===== config.mk =====
export PLATFORM = sky130hd
export DESIGN_NAME = adc_conversion_controller_flat
export DESIGN_NICKNAME = d
export VERILOG_FILES = /design/src/design/adcc_pkg.sv /design/src/design/adcc_if.sv /design/src/design/adcc_cfg.sv /design/src/design/adcc_engine.sv /design/src/design/adc_conversion_controller.sv /design/src/flat_wrapper.sv
export SDC_FILE = /design/constraint.sdc
export NUM_CORES = 1
export LEC_CHECK = 0
export BUFFER_PORTS_ARGS = -buffer_cell sky130_fd_sc_hd__buf_4
export CORE_MARGIN = 1
export CORE_UTILIZATION = 50
export CTS_CLUSTER_DIAMETER = 150
export DETAILED_ROUTE_END_ITERATION = 12
export PLACE_DENSITY_LB_ADDON = 0.2
export SETUP_SLACK_MARGIN = 0.5
export SYNTH_ARGS = -nofsm -noshare
export SYNTH_HDL_FRONTEND = slang
export SYNTH_SLANG_ARGS = --single-unit

===== constraint.sdc =====
create_clock -name clk -period 3.5 [get_ports clk]
set_clock_uncertainty 0.05 [all_clocks]
set_input_delay 0.7 -clock clk [delete_from_list [all_inputs] [get_ports clk]]
set_output_delay 0.7 -clock clk [all_outputs]
set_load 0.03 [all_outputs]

===== src/design/adcc_pkg.sv =====
`default_nettype none

package adcc_pkg;

    typedef logic [1:0] mode_t;

    localparam mode_t MODE_MANUAL = 2'd0;
    localparam mode_t MODE_TRACK  = 2'd1;
    localparam mode_t MODE_SAR    = 2'd2;
    localparam mode_t MODE_RESET  = MODE_SAR;

    localparam logic ACT_START  = 1'b0;
    localparam logic ACT_SAMPLE = 1'b1;

    localparam int  PADDR_W  = 3;
    localparam int  PDATA_W  = 32;
    localparam logic REG_MODE = 1'b0;

    typedef struct packed {
        logic       action;
        logic       comparator_high;
        logic [7:0] switch_byte;
    } item_t;

    typedef struct packed {
        logic [7:0] dac_code;
        logic [7:0] led_pattern;
        logic       busy_res;
        logic       conversion_done;
    } result_t;

endpackage

`default_nettype wire


===== src/design/adcc_if.sv =====
`default_nettype none

interface adcc_in_if;
    logic       valid;
    logic       ready;
    logic       action;
    logic       comparator_high;
    logic [7:0] switch_byte;

    modport source (output valid, output action, output comparator_high,
                    output switch_byte, input ready);
    modport sink   (input valid, input action, input comparator_high,
                    input switch_byte, output ready);
endinterface

interface adcc_out_if;
    logic       valid;
    logic       ready;
    logic [7:0] dac_code;
    logic [7:0] led_pattern;
    logic       busy_res;
    logic       conversion_done;

    modport source (output valid, output dac_code, output led_pattern,
                    output busy_res, output conversion_done, input ready);
    modport sink   (input valid, input dac_code, input led_pattern,
                    input busy_res, input conversion_done, output ready);
endinterface

`default_nettype wire


===== src/design/adcc_cfg.sv =====
`default_nettype none

module adcc_cfg
    import adcc_pkg::*;
(
    input  wire logic               clk,
    input  wire logic               rst_n,
    input  wire logic               psel,
    input  wire logic               penable,
    input  wire logic               pwrite,
    input  wire logic [PADDR_W-1:0] paddr,
    input  wire logic [PDATA_W-1:0] pwdata,
    output logic      [PDATA_W-1:0] prdata,
    output logic                    pready,
    output mode_t                   mode
);

    mode_t mode_reg;
    mode_t mode_next;
    logic  hit;

    assign hit    = (paddr[2] == REG_MODE);
    assign pready = 1'b1;

    always_comb
    begin
        mode_next = mode_reg;
        if (psel && penable && pwrite && hit)
        begin
            mode_next = pwdata[1:0];
        end
    end

    always_ff @(posedge clk or negedge rst_n)
    begin
        if (!rst_n)
        begin
            mode_reg <= MODE_RESET;
        end
        else
        begin
            mode_reg <= mode_next;
        end
    end

    assign prdata = hit ? {{(PDATA_W-2){1'b0}}, mode_reg} : '0;
    assign mode   = mode_reg;

endmodule

`default_nettype wire


===== src/design/adcc_engine.sv =====
`default_nettype none

module adcc_engine
    import adcc_pkg::*;
#(
    parameter int DAC_BITS = 8
)
(
    input  wire logic  clk,
    input  wire logic  rst_n,
    input  wire mode_t mode,
    input  wire logic  adv,
    input  wire item_t item,
    output result_t    res
);

    localparam int IDX_W = $clog2(DAC_BITS);
    localparam logic [IDX_W-1:0]    TOP_IDX = IDX_W'(DAC_BITS - 1);
    localparam logic [DAC_BITS-1:0] TOP_BIT = {1'b1, {(DAC_BITS-1){1'b0}}};
    localparam logic [DAC_BITS-1:0] ONE     = DAC_BITS'(1);

    logic [DAC_BITS-1:0] code_reg;
    logic [DAC_BITS-1:0] code_next;
    logic [IDX_W-1:0]    idx_reg;
    logic [IDX_W-1:0]    idx_next;
    logic                run_reg;
    logic                run_next;
    result_t             res_reg;
    result_t             res_next;

    logic                done;
    logic                led_sw;
    logic [DAC_BITS-1:0] trial_cleared;
    logic [15:0]         code_ext;

    always_comb
    begin
        code_next     = code_reg;
        idx_next      = idx_reg;
        run_next      = run_reg;
        done          = 1'b0;
        led_sw        = 1'b0;
        trial_cleared = item.comparator_high ? (code_reg & ~(ONE << idx_reg)) : code_reg;

        if (item.action == ACT_START)
        begin
            case (mode)
                MODE_MANUAL:
                begin
                    code_next = ~DAC_BITS'(item.switch_byte);
                    run_next  = 1'b0;
                    done      = 1'b1;
                    led_sw    = 1'b1;
                end
                MODE_TRACK:
                begin
                    code_next = ONE;
                    idx_next  = '0;
                    run_next  = 1'b1;
                end
                MODE_SAR:
                begin
                    code_next = TOP_BIT;
                    idx_next  = TOP_IDX;
                    run_next  = 1'b1;
                end
                default:
                begin
                end
            endcase
        end
        else if (run_reg)
        begin
            case (mode)
                MODE_TRACK:
                begin
                    if (item.comparator_high)
                    begin
                        code_next = code_reg - ONE;
                        run_next  = 1'b0;
                        done      = 1'b1;
                    end
                    else if (&code_reg)
                    begin
                        run_next = 1'b0;
                        done     = 1'b1;
                    end
                    else
                    begin
                        code_next = code_reg + ONE;
                    end
                end
                MODE_SAR:
                begin
                    if (idx_reg == '0)
                    begin
                        code_next = trial_cleared;
                        run_next  = 1'b0;
                        done      = 1'b1;
                    end
                    else
                    begin
                        idx_next  = idx_reg - IDX_W'(1);
                        code_next = trial_cleared | (ONE << (idx_reg - IDX_W'(1)));
                    end
                end
                default:
                begin
                    run_next = 1'b0;
                end
            endcase
        end

        code_ext                 = 16'(code_next);
        res_next.dac_code        = code_ext[7:0];
        res_next.led_pattern     = led_sw ? item.switch_byte : ~code_ext[7:0];
        res_next.busy_res        = run_next;
        res_next.conversion_done = done;
    end

    always_ff @(posedge clk or negedge rst_n)
    begin
        if (!rst_n)
        begin
            code_reg <= '0;
            idx_reg  <= '0;
            run_reg  <= 1'b0;
        end
        else if (adv)
        begin
            code_reg <= code_next;
            idx_reg  <= idx_next;
            run_reg  <= run_next;
        end
    end

    always_ff @(posedge clk)
    begin
        if (adv)
        begin
            res_reg <= res_next;
        end
    end

    assign res = res_reg;

    a_busy_tracks_state: assert property (@(posedge clk) disable iff (!rst_n)
        adv |=> (res_reg.busy_res == run_reg))
        else $error("result busy flag disagrees with run state");

    a_done_ends_run: assert property (@(posedge clk) disable iff (!rst_n)
        adv && done |=> !run_reg)
        else $error("run still active after completion");

    a_idx_in_range: assert property (@(posedge clk) disable iff (!rst_n)
        run_reg |-> (idx_reg <= TOP_IDX))
        else $error("trial bit index out of range");

    a_done_not_busy: assert property (@(posedge clk) disable iff (!rst_n)
        adv |=> !(res_reg.busy_res && res_reg.conversion_done))
        else $error("word flagged both busy and done");

endmodule

`default_nettype wire


===== src/design/adc_conversion_controller.sv =====
// Channel  Dir  Word                                           Handshake
// in_ch    in   action, comparator_high, switch_byte[7:0]      valid/ready
// out_ch   out  dac_code[7:0], led_pattern[7:0], busy_res,     valid/ready
//               conversion_done
// apb      in   conversion_mode at byte address 0              psel/penable, pready=1
//
// One word per cycle sustained while out_ch does not stall; each word passes through
// the input register, then state update and the result register.
// The code/trial-index/run state loop closes through its own registers, so words may follow back to back.
// rst_n is asynchronous: code, trial index and run flag clear, mode returns to successive approx.
// While a result waits, the input register accepts only if it is empty; a stalled out_ch backs up one stage.
`default_nettype none

module adc_conversion_controller
    import adcc_pkg::*;
#(
    parameter int DAC_BITS = 8
)
(
    input  wire logic               clk,
    input  wire logic               rst_n,
    adcc_in_if.sink                 in_ch,
    adcc_out_if.source              out_ch,
    input  wire logic               psel,
    input  wire logic               penable,
    input  wire logic               pwrite,
    input  wire logic [PADDR_W-1:0] paddr,
    input  wire logic [PDATA_W-1:0] pwdata,
    output logic      [PDATA_W-1:0] prdata,
    output logic                    pready
);

    mode_t   mode;
    logic    s1_valid_reg;
    logic    s1_valid_next;
    item_t   s1_item_reg;
    logic    out_valid_reg;
    logic    out_valid_next;
    logic    adv;
    logic    take;
    result_t res;

    adcc_cfg u_cfg (
        .clk     (clk),
        .rst_n   (rst_n),
        .psel    (psel),
        .penable (penable),
        .pwrite  (pwrite),
        .paddr   (paddr),
        .pwdata  (pwdata),
        .prdata  (prdata),
        .pready  (pready),
        .mode    (mode)
    );

    adcc_engine #(
        .DAC_BITS (DAC_BITS)
    ) u_engine (
        .clk   (clk),
        .rst_n (rst_n),
        .mode  (mode),
        .adv   (adv),
        .item  (s1_item_reg),
        .res   (res)
    );

    assign adv         = s1_valid_reg && (!out_valid_reg || out_ch.ready);
    assign in_ch.ready = !s1_valid_reg || adv;
    assign take        = in_ch.valid && in_ch.ready;

    always_comb
    begin
        s1_valid_next = s1_valid_reg;
        if (take)
        begin
            s1_valid_next = 1'b1;
        end
        else if (adv)
        begin
            s1_valid_next = 1'b0;
        end

        out_valid_next = out_valid_reg;
        if (adv)
        begin
            out_valid_next = 1'b1;
        end
        else if (out_ch.ready)
        begin
            out_valid_next = 1'b0;
        end
    end

    always_ff @(posedge clk or negedge rst_n)
    begin
        if (!rst_n)
        begin
            s1_valid_reg  <= 1'b0;
            out_valid_reg <= 1'b0;
        end
        else
        begin
            s1_valid_reg  <= s1_valid_next;
            out_valid_reg <= out_valid_next;
        end
    end

    always_ff @(posedge clk)
    begin
        if (take)
        begin
            s1_item_reg.action          <= in_ch.action;
            s1_item_reg.comparator_high <= in_ch.comparator_high;
            s1_item_reg.switch_byte     <= in_ch.switch_byte;
        end
    end

    assign out_ch.valid           = out_valid_reg;
    assign out_ch.dac_code        = res.dac_code;
    assign out_ch.led_pattern     = res.led_pattern;
    assign out_ch.busy_res        = res.busy_res;
    assign out_ch.conversion_done = res.conversion_done;

endmodule

`default_nettype wire


===== src/flat_wrapper.sv =====
// flat-port wrapper written by rule: the top's interface ports become plain ports
module adc_conversion_controller_flat import adcc_pkg::*;
#(
    parameter int DAC_BITS = 8
)
  (clk, rst_n, psel, penable, pwrite, paddr, pwdata, prdata, pready, in_ch_valid, in_ch_action, in_ch_comparator_high, in_ch_switch_byte, in_ch_ready, out_ch_valid, out_ch_dac_code, out_ch_led_pattern, out_ch_busy_res, out_ch_conversion_done, out_ch_ready);
  adcc_in_if in_ch_i ();
  adcc_out_if out_ch_i ();
  input  wire logic clk;
  input  wire logic rst_n;
  input  wire logic psel;
  input  wire logic penable;
  input  wire logic pwrite;
  input  wire logic [PADDR_W-1:0] paddr;
  input  wire logic [PDATA_W-1:0] pwdata;
  output logic      [PDATA_W-1:0] prdata;
  output logic pready;
  input wire logic [$bits(in_ch_i.valid)-1:0] in_ch_valid;
  input wire logic [$bits(in_ch_i.action)-1:0] in_ch_action;
  input wire logic [$bits(in_ch_i.comparator_high)-1:0] in_ch_comparator_high;
  input wire logic [$bits(in_ch_i.switch_byte)-1:0] in_ch_switch_byte;
  output wire logic [$bits(in_ch_i.ready)-1:0] in_ch_ready;
  output wire logic [$bits(out_ch_i.valid)-1:0] out_ch_valid;
  output wire logic [$bits(out_ch_i.dac_code)-1:0] out_ch_dac_code;
  output wire logic [$bits(out_ch_i.led_pattern)-1:0] out_ch_led_pattern;
  output wire logic [$bits(out_ch_i.busy_res)-1:0] out_ch_busy_res;
  output wire logic [$bits(out_ch_i.conversion_done)-1:0] out_ch_conversion_done;
  input wire logic [$bits(out_ch_i.ready)-1:0] out_ch_ready;
  assign in_ch_i.valid = in_ch_valid;
  assign in_ch_i.action = in_ch_action;
  assign in_ch_i.comparator_high = in_ch_comparator_high;
  assign in_ch_i.switch_byte = in_ch_switch_byte;
  assign in_ch_ready = in_ch_i.ready;
  assign out_ch_valid = out_ch_i.valid;
  assign out_ch_dac_code = out_ch_i.dac_code;
  assign out_ch_led_pattern = out_ch_i.led_pattern;
  assign out_ch_busy_res = out_ch_i.busy_res;
  assign out_ch_conversion_done = out_ch_i.conversion_done;
  assign out_ch_i.ready = out_ch_ready;
  adc_conversion_controller #(.DAC_BITS(DAC_BITS)) u_core (.clk(clk), .rst_n(rst_n), .in_ch(in_ch_i), .out_ch(out_ch_i), .psel(psel), .penable(penable), .pwrite(pwrite), .paddr(paddr), .pwdata(pwdata), .prdata(prdata), .pready(pready));
endmodule

Word-level counts from Yosys, hierarchy flattened
Cells that the tools add are included.
Cells by class
  $add $sub $neg: 3
  multiply operators: 0
  div/mod/pow operators: 0
  order comparisons: 0
  equal/unequal tests: 5
  shifts and indexed selects: 2
  multiplexer cells: 34
  bitwise operators: 6
  reduce and logical (&&, ||, !) cells: 17
Operators with widths (number)
  two-way mux 8 bit: 7
  NOT 8 bit: 3
  one-hot mux 8 bit (3 select lines): 1
  two-way mux 1 bit: 16
  one-hot mux 8 bit (2 select lines): 1
  left shift 1 x 3 -> 8 bit (first input constant): 2
  two-way mux 3 bit: 4
  adder 8 x 1 -> 8 bit (second input constant): 1
  bitwise AND 8 bit: 1
  bitwise OR 8 bit: 1
  AND reduction 8 bit: 1
  subtractor 8 x 1 -> 8 bit (second input constant): 1
  inequality test 2 bit (second input constant): 3
  one-hot mux 1 bit (2 select lines): 3
  one-hot mux 3 bit (2 select lines): 1
  nonzero test 2 bit: 3
  logical AND 1 bit: 5
  AND reduction 5 bit: 1
  zero test 3 bit: 1
  subtractor 3 x 1 -> 3 bit (second input constant): 1
  == test 2 x 1 -> 1 bit (second input constant): 1
  == test 2 bit (second input constant): 1
  zero test 1 bit: 2
  zero test 2 bit: 1
  other kinds (4): 5
Storage, ports and cells
  register bits after elaboration: 44
  bits in latches: 0
  bits in writable memories: 0
  ROM bits: 0
  input port bits: 52
  memories: 0

Depth between registers and ports, before layout
Gate-level depths: netlist (run 1).
  word-level depth: 11
  depth in mapped cells: 8
  depth with buffers taken out: 7

Modules after synthesis
A second synthesis (run 1) with hierarchy kept.
Unflattened totals
  cells, all modules: 365
  area, all modules: 3305.7 um^2
Modules (own cells, without submodules)
  adcc_engine: times used 1, cells an instance 307, area each 2538.7 um^2, seq. area each 840.8 um^2
  adc_conversion_controller: times used 1, cells an instance 18, area each 404.1 um^2, seq. area each 350.3 um^2
  adcc_cfg: times used 1, cells an instance 40, area each 362.8 um^2, seq. area each 51.3 um^2

Worst setup path before layout (run 1)
OpenSTA, ideal clock, no wires.
  kind: input -> register
  start point: input port out_ch_ready
  end point: register u_core.u_engine.code_reg[7]
  setup time: 0.096 ns
  arrival time: 2.051 ns
  setup slack: 1.304 ns
  stages on the path: 6
  path buffers: 1
  cells stage by stage: nand2b_1 -> nand2_1 -> inv_1 -> clkbuf_1 -> nand2_1 -> o31ai_1
On the way
  cells in the longest elaborated chain, start to end: 2
RTL lines
  start: declaration: RTL line flat_wrapper.sv:28  | input wire logic [$bits(out_ch_i.ready)-1:0] out_ch_ready;
  logical OR 1 bit: RTL line adc_conversion_controller.sv:67  | assign adv = s1_valid_reg && (!out_valid_reg || out_ch.ready);
  logical AND 1 bit: RTL line adc_conversion_controller.sv:67
  named net u_core.adv: RTL line adc_conversion_controller.sv:39  | logic adv;
  end signal: assignment: RTL line adcc_engine.sv:131  | code_reg <= code_next;
  end: declaration: RTL line adcc_engine.sv:22  | logic [DAC_BITS-1:0] code_reg;
The timed path passes the listed nets, and every way through them passes these cells.
A chain may end at the register's enable or synchronous reset.

==> metrics, run 1 <==
status=finished clean; FFs w/ async S/R, synth=0.3636; gr usage total=0.2251; PwrDens=724.9 nW/µm²; total iterations of the first detailed-routing run=5; final cycle utilization of the critical path=0.7437; core area=6386 µm²; R2R cell count=6; Vias=2801; die extent in y=83.70 µm; clk sink count=44; largest net degree at the start of global routing=35; WS Path Type=flop to flop; Worst R2R Start=u_core.u_cfg.mode[1]; fin nets=449; Rel. slew slack=0.4490; port bufs=41; Leakage=0.001446 µW; hold buffers post-CTS=0; Place WS=0.9278 ns; Crit. End Element=flop; floorplan row count=29; antenna violations before repair=0; commonest non-fill, non-tap cell in the layout=buf_4; vias in the first global route=2483; post-synthesis sequential area ratio=0.3723; Routed Antenna Nets=0; Yosys cell types=75; first-pass GRT wire length=12.65 mm; fmax=0.3842 GHz; R2R setup slack=0.90 ns; Critical Path AT=2.71 ns; H-tree depth=2; Hold Vio Cnt, Final=0; worst slew pin tran=0.8265 ns; gp weighted congestion=0.9469; WL/cell=16.84 µm; number of flops mapped to enable cells by yosys=28; RSZ-0062 raised after global routing=no; Max-Cap Viols=0; layout cells sized above 1=0.1865; CP max stage cell=dfstp_2; synth-to-layout area growth=8.249%; DRC viols=0; clock transition time at the flip-flop clock pins of the worst setup and hold paths=0.09 ns; number of flip-flops in the largest register=18; Data required, critical path=3.61 ns; Die Wd=83.70 µm; Syn Inst Count=365; Netlist Area Pre-Place=3337 µm²; Fillers=577; setup ws final=0.8970 ns; worst hold path type=primary input to asynchronous set/reset pin; Min Clock Period, post-route=2.603 ns; clk_lat worst skew=0.30 ns; DIE AREA=7005 µm²; number of buffers created by CTS=5; gr ovfl total=0; Initial Util=0.5225; CP delay by family, top=compound AO/OA/AOI/OAI gates; Synth Warn #=0; endpoints failing setup=0; startpoint types=flop; starting DRC count in detailed routing=294; worst path cell trace=ha_1 > nor3b_1 > o21ai_0 > nand2_1 > a2111oi_2 > a32o_1; Max VDD drop=512.3 µV; post_cts resized=0; Final Max Slew Viols=0; Buf/Inv on CP=0; Crit path largest cell delay=0.56 ns; DP HPWL=5.540 mm; CTS root buf=clkbuf_8; # IOs=105; Avg Inst Size Synth=9.142 µm²; r2r endpoint=u_core.u_engine.res[8]; #FFs+latches synth=44; CTS tree=built; ANT cells=0; # Post-CTS Setup Buffers=0; drt total wl=7.795 mm; TNS Setup=0 ns; CP Max Fanout=12; commonest non-fill, non-tap cells in the layout=buf_4, conb_1, nand2_1, edfxtp_1; vias per inst=6.050; CTS max path bufs=2; ys flop type=edfxtp_1
-- synthesized netlist by cell type (5+ instances only) --
cell,n,share of area
buf_4,31,0.070
nand2_1,29,0.033
edfxtp_1,28,0.25
a21oi_1,23,0.034
o21ai_0,23,0.034
inv_1,19,0.021
nor2_1,18,0.020
dfrtp_1,15,0.11
buf_2,12,0.018
ha_1,12,0.045
clkbuf_1,11,0.012
nand3_1,10,0.015
nor3_1,8,0.012
nor2b_1,6,0.011
a22oi_1,5,0.011
buf_6,5,0.017
nand2b_1,5,0.0094
-- layer usage --
layer  wire length (µm)  GRT usage  share of wire  vias to the layer above
met5                  0          0              0                        -
met4                164    0.06471          0.021                        0
met3                628    0.04154          0.081                       17
met2               3589     0.3511           0.46                      161
met1               3413     0.3202           0.44                     1314
li1                   -          -              -                     1309
-- how the worst max path moves through the flow --
stage | startpoint | to | slack (ns) | cells after the start
2_1_floorplan | out_ch_ready | u_core.u_engine.code_reg[7] | 1.30 | 6
3_3_place_gp | u_core.u_cfg.mode[1] | u_core.u_engine.res[6] | 0.97 | 7
3_5_place_dp | out_ch_ready | u_core.u_engine.code_reg[7] | 0.93 | 7
4_1_cts | u_core.u_cfg.mode[1] | u_core.u_engine.res[6] | 0.94 | 7
5_1_grt | u_core.u_cfg.mode[1] | u_core.u_engine.res[8] | 0.75 | 6
6_report | u_core.u_cfg.mode[1] | u_core.u_engine.res[8] | 0.90 | 6
-- cell type report --
class	instances	area [µm²]	share of cell area
Timing Repair Buffer	45	337.8	0.09352
Clock inverter	2	60.06	0.01663
Tap cell	77	96.34	0.02667
Inverter	20	75.07	0.02078
Clock buffer	6	72.57	0.02009
Multi-Input combinational cell	269	1728	0.4784
Sequential cell	44	1242	0.3440
-- worst reg2reg max path, cell delays in order, from the launching register on --
cell	delay [ns]
dfstp_2	0.56
ha_1	0.49
nor3b_1	0.12
o21ai_0	0.40
nand2_1	0.16
a2111oi_2	0.46
a32o_1	0.24
-- power by group --
part	leakage (µW)	switching, µW	internal [µW]
combinational	0.000921	739	486
clock	0.0000654	173	285
sequential	0.000460	231	704
total	0.00145	1140	1480
-- per-stage QoR --
step                cell area (µm²)  utilization  hold slack (ns)  cells  total power (µW)
floorplan                      3446            -           0.3544    394              1889
global placement               3480       0.5449           0.4223    455              2126
detailed placement             3480       0.5449           0.4420    455              2144
CTS                            3612       0.5656           0.2100    463              2601
global route                   3612       0.5656           0.2035    463              2785
finish                         3612       0.5656           0.2036    463              2618
-- cells by family (layout without fill, tap and decap cells) --
logic type,count (synthesis),after routing,synth area share
mux,7,7,0.02212
flops,44,44,0.3723
simple gates,106,106,0.1732
xor+xnor,3,3,0.007875
compound gates,110,110,0.2347
buf+inv,81,73,0.1425
fa+ha+maj,12,12,0.04499
other cells,2,31,0.002251
Power figures use the tool's default switching activity.
==> run 2: changes to the inputs <==
ABC_AREA = 1   (was not set)
clock period = 2.61 ns   (was 3.5 ns; I/O delays follow)
==> metrics, run 2 <==
clk sink count=44 (unchanged); number of flops mapped to enable cells by yosys=28 (unchanged); CTS root buf=clkbuf_8 (unchanged); share of the synthesized area in the top cell type=0.2838 (was 0.2520); die extent in y=78.98 µm (was 83.70 µm); Fillers=540 (was 577); CP Max Fanout=15 (was 12); Vias=2512 (was 2801); port bufs=41 (unchanged); final cell utilization of the core=0.5919 (was 0.5656); ranking of synthesized cells by area=edfxtp_1, nand2_1, dfrtp_1 (was edfxtp_1, dfrtp_1, buf_4); Final Max Slew Viols=0 (unchanged); total iterations of the first detailed-routing run=4 (was 5); worst hold path type=primary input to asynchronous set/reset pin (unchanged); Adder-Cell Fraction of Synth Area=0.05068 (was 0.04499); CTS tree=built (unchanged); final cycle utilization of the critical path=0.7623 (was 0.7437); PwrDens=973.0 nW/µm² (was 724.9 nW/µm²); DIE AREA=6238 µm² (was 7005 µm²); gr ovfl total=0 (unchanged); gp weighted congestion=0.9011 (was 0.9469); fmax=0.5026 GHz (was 0.3842 GHz); starting DRC count in detailed routing=121 (was 294); floorplan row count=27 (was 29); fin nets=480 (was 449); #FFs+latches synth=44 (unchanged); Compound-Gate Fraction of Synth Area=0.1132 (was 0.2347); Simple-Gate Fraction of Synth Area=0.2601 (was 0.1732); largest net degree at the start of global routing=31 (was 35); FFs w/ async S/R, synth=0.3636 (unchanged); Routed Antenna Nets=0 (unchanged); placed cell count=481 (was 455); Data required, critical path=2.63 ns (was 3.61 ns); DRC viols=0 (unchanged); commonest non-fill, non-tap cells in the layout=nand2_1, buf_4, conb_1, nand3_1, edfxtp_1 (was buf_4, conb_1, nand2_1, edfxtp_1); clk_lat worst skew=0.30 ns (about the same); synth-to-layout area growth=12.04% (was 8.249%); H-tree depth=2 (unchanged); largest family of logic cells by synthesized area=simple AND/OR/NAND/NOR gates (was compound AO/OA/AOI/OAI gates); Max-Cap Viols=0 (unchanged); Die Wd=78.98 µm (was 83.70 µm); Syn Inst Count=379 (was 365); number of buffers created by CTS=5 (unchanged); Critical Path AT=2.01 ns (was 2.71 ns); # IOs=105 (unchanged); # Post-CTS Setup Buffers=0 (unchanged); core area=5608 µm² (was 6386 µm²); drt total wl=6.720 mm (was 7.795 mm); ys flop type=edfxtp_1 (unchanged); Crit. End Element=flop (unchanged); Place WS=0.4224 ns (was 0.9278 ns); RSZ-0062 raised after global routing=yes (was no); placed cell area=3183 µm² (was 3480 µm²); post-synthesis mux area share=0 (was 0.02212); Hold Vio Cnt, Final=0 (unchanged); largest area contributor in the netlist=edfxtp_1 (unchanged); Initial Util=0.5283 (was 0.5225); TNS Setup=0 ns (unchanged); setup ws final=0.6205 ns (was 0.8970 ns); most frequent cell after synthesis=nand2_1 (was buf_4); layout cells sized above 1=0.1847 (was 0.1865); vias per inst=5.137 (was 6.050); final instance area=3319 µm² (was 3612 µm²); startpoint types=flop (unchanged); clock transition time at the flip-flop clock pins of the worst setup and hold paths=0.10 ns (was 0.09 ns); antenna violations before repair=0 (unchanged); Max VDD drop=522.6 µV (was 512.3 µV); number of flip-flops in the largest register=18 (unchanged); Avg Inst Size Synth=7.818 µm² (was 9.142 µm²); Yosys cell types=31 (was 75); Post-Synth XOR/XNOR Area=0.01182 (was 0.007874); most common library cells after synthesis=nand2_1, buf_4, nand3_1 (was buf_4, nand2_1, edfxtp_1); DP HPWL=4.991 mm (was 5.540 mm); status=finished clean (unchanged); WL/cell=13.74 µm (was 16.84 µm); post-synthesis sequential area ratio=0.4193 (was 0.3723); Synth Warn #=0 (unchanged); Post-Layout Cell Count=489 (was 463); first-pass GRT wire length=10.98 mm (was 12.65 mm); Netlist Area Pre-Place=2963 µm² (was 3337 µm²); gr usage total=0.2291 (was 0.2251); WS Path Type=flop to flop (unchanged); ANT cells=0 (unchanged); vias in the first global route=2322 (was 2483); commonest non-fill, non-tap cell in the layout=nand2_1 (was buf_4); Leakage=0.001583 µW (was 0.001446 µW); Min Clock Period, post-route=1.989 ns (was 2.603 ns); CTS max path bufs=2 (unchanged); endpoints failing setup=0 (unchanged)
-- run 2: changes by cell type after synthesis, moves of 5 or more --
cell / before / now
buf_2: 12 / 1
nand3_1: 10 / 30
nand2_1: 29 / 117
a22oi_1: 5 / 0
nor3_1: 8 / 0
nor2b_1: 6 / 0
clkbuf_1: 11 / 1
nand2_2: 0 / 6
nand2b_1: 5 / 0
inv_1: 19 / 28
-- run 2: metrics by stage --
step / total power (µW) / hold slack (ns)
after floorplan: 2299 / 0.1764
after global placement: 2617 / 0.3594
after detailed placement: 2656 / 0.3653
after CTS: 3207 / 0.03394
after global routing: 3507 / 0.03461
final: 3230 / 0.02520
-- run 2: report_power, final --
group	switching (µW)	leakage (µW)	internal [µW]
logic	1010	0.00107	500
clock network	257	0.0000548	289
registers	210	0.000457	963
-- run 2: final timing paths --
path                                           start                          end  slack [ns]  cells after the start
min in group clk                in_ch_switch_byte[5]        u_core.s1_item_reg[5]        0.34                      1
worst max register to register  u_core.u_cfg.mode[1]       u_core.u_engine.res[9]        0.62                      9
max in group asynchronous                      rst_n         u_core.u_cfg.mode[1]        2.20                      1
worst max-delay path            u_core.u_cfg.mode[1]       u_core.u_engine.res[9]        0.62                      9
worst min-delay path                           rst_n  u_core.u_engine.code_reg[4]        0.03                      1
worst min register to register   u_core.out_ch.valid          u_core.out_ch.valid        0.51                      2
-- run 2: repair_timing --
item | 4_1_cts | 5_1_grt
pin swaps | 0 | 0
gates resized for setup | 1 | 12
setup endpoints to repair | 15 | 19
hold buffers | 0 | 0
cloned | 0 | 0
-- run 2: logic make-up (layout without fill, tap and decap cells) --
group,Yosys count,in the layout
flops,44,44
simple gates,180,180
other cells,2,31
compound gates,62,62
xor+xnor,4,4
buf+inv,75,84
fa+ha+maj,12,12
-- run 2: critical path, cell delays in order, from the launching register on --
cell,delay (ns)
dfstp_2,0.56
inv_1,0.09
ha_1,0.38
nand2_4,0.15
inv_1,0.16
nand2_1,0.08
nand2_1,0.09
nand2_1,0.09
nand2_1,0.07
nand2_1,0.05
-- run 2: layer usage --
| layer | routed length [µm] | GRT usage | vias to the layer above | share of wire |
|---|---|---|---|---|
| met5 | 0 | 0 | - | 0 |
| met4 | 131 | 0.08364 | 0 | 0.019 |
| met3 | 319 | 0.03908 | 11 | 0.047 |
| met2 | 3365 | 0.3940 | 71 | 0.50 |
| met1 | 2904 | 0.2874 | 1169 | 0.43 |
| li1 | - | - | 1261 | - |
-- run 2: cell type report --
| type | instances | area, µm² | area share |
|---|---|---|---|
| flip-flops and latches | 44 | 1246 | 0.3754 |
| well taps | 72 | 90.09 | 0.02714 |
| inverters | 34 | 127.6 | 0.03845 |
| clock buffers | 5 | 68.82 | 0.02073 |
| clock inverters | 3 | 46.29 | 0.01395 |
| repair buffers | 42 | 315.3 | 0.09499 |
| multi-input cells | 289 | 1425 | 0.4293 |
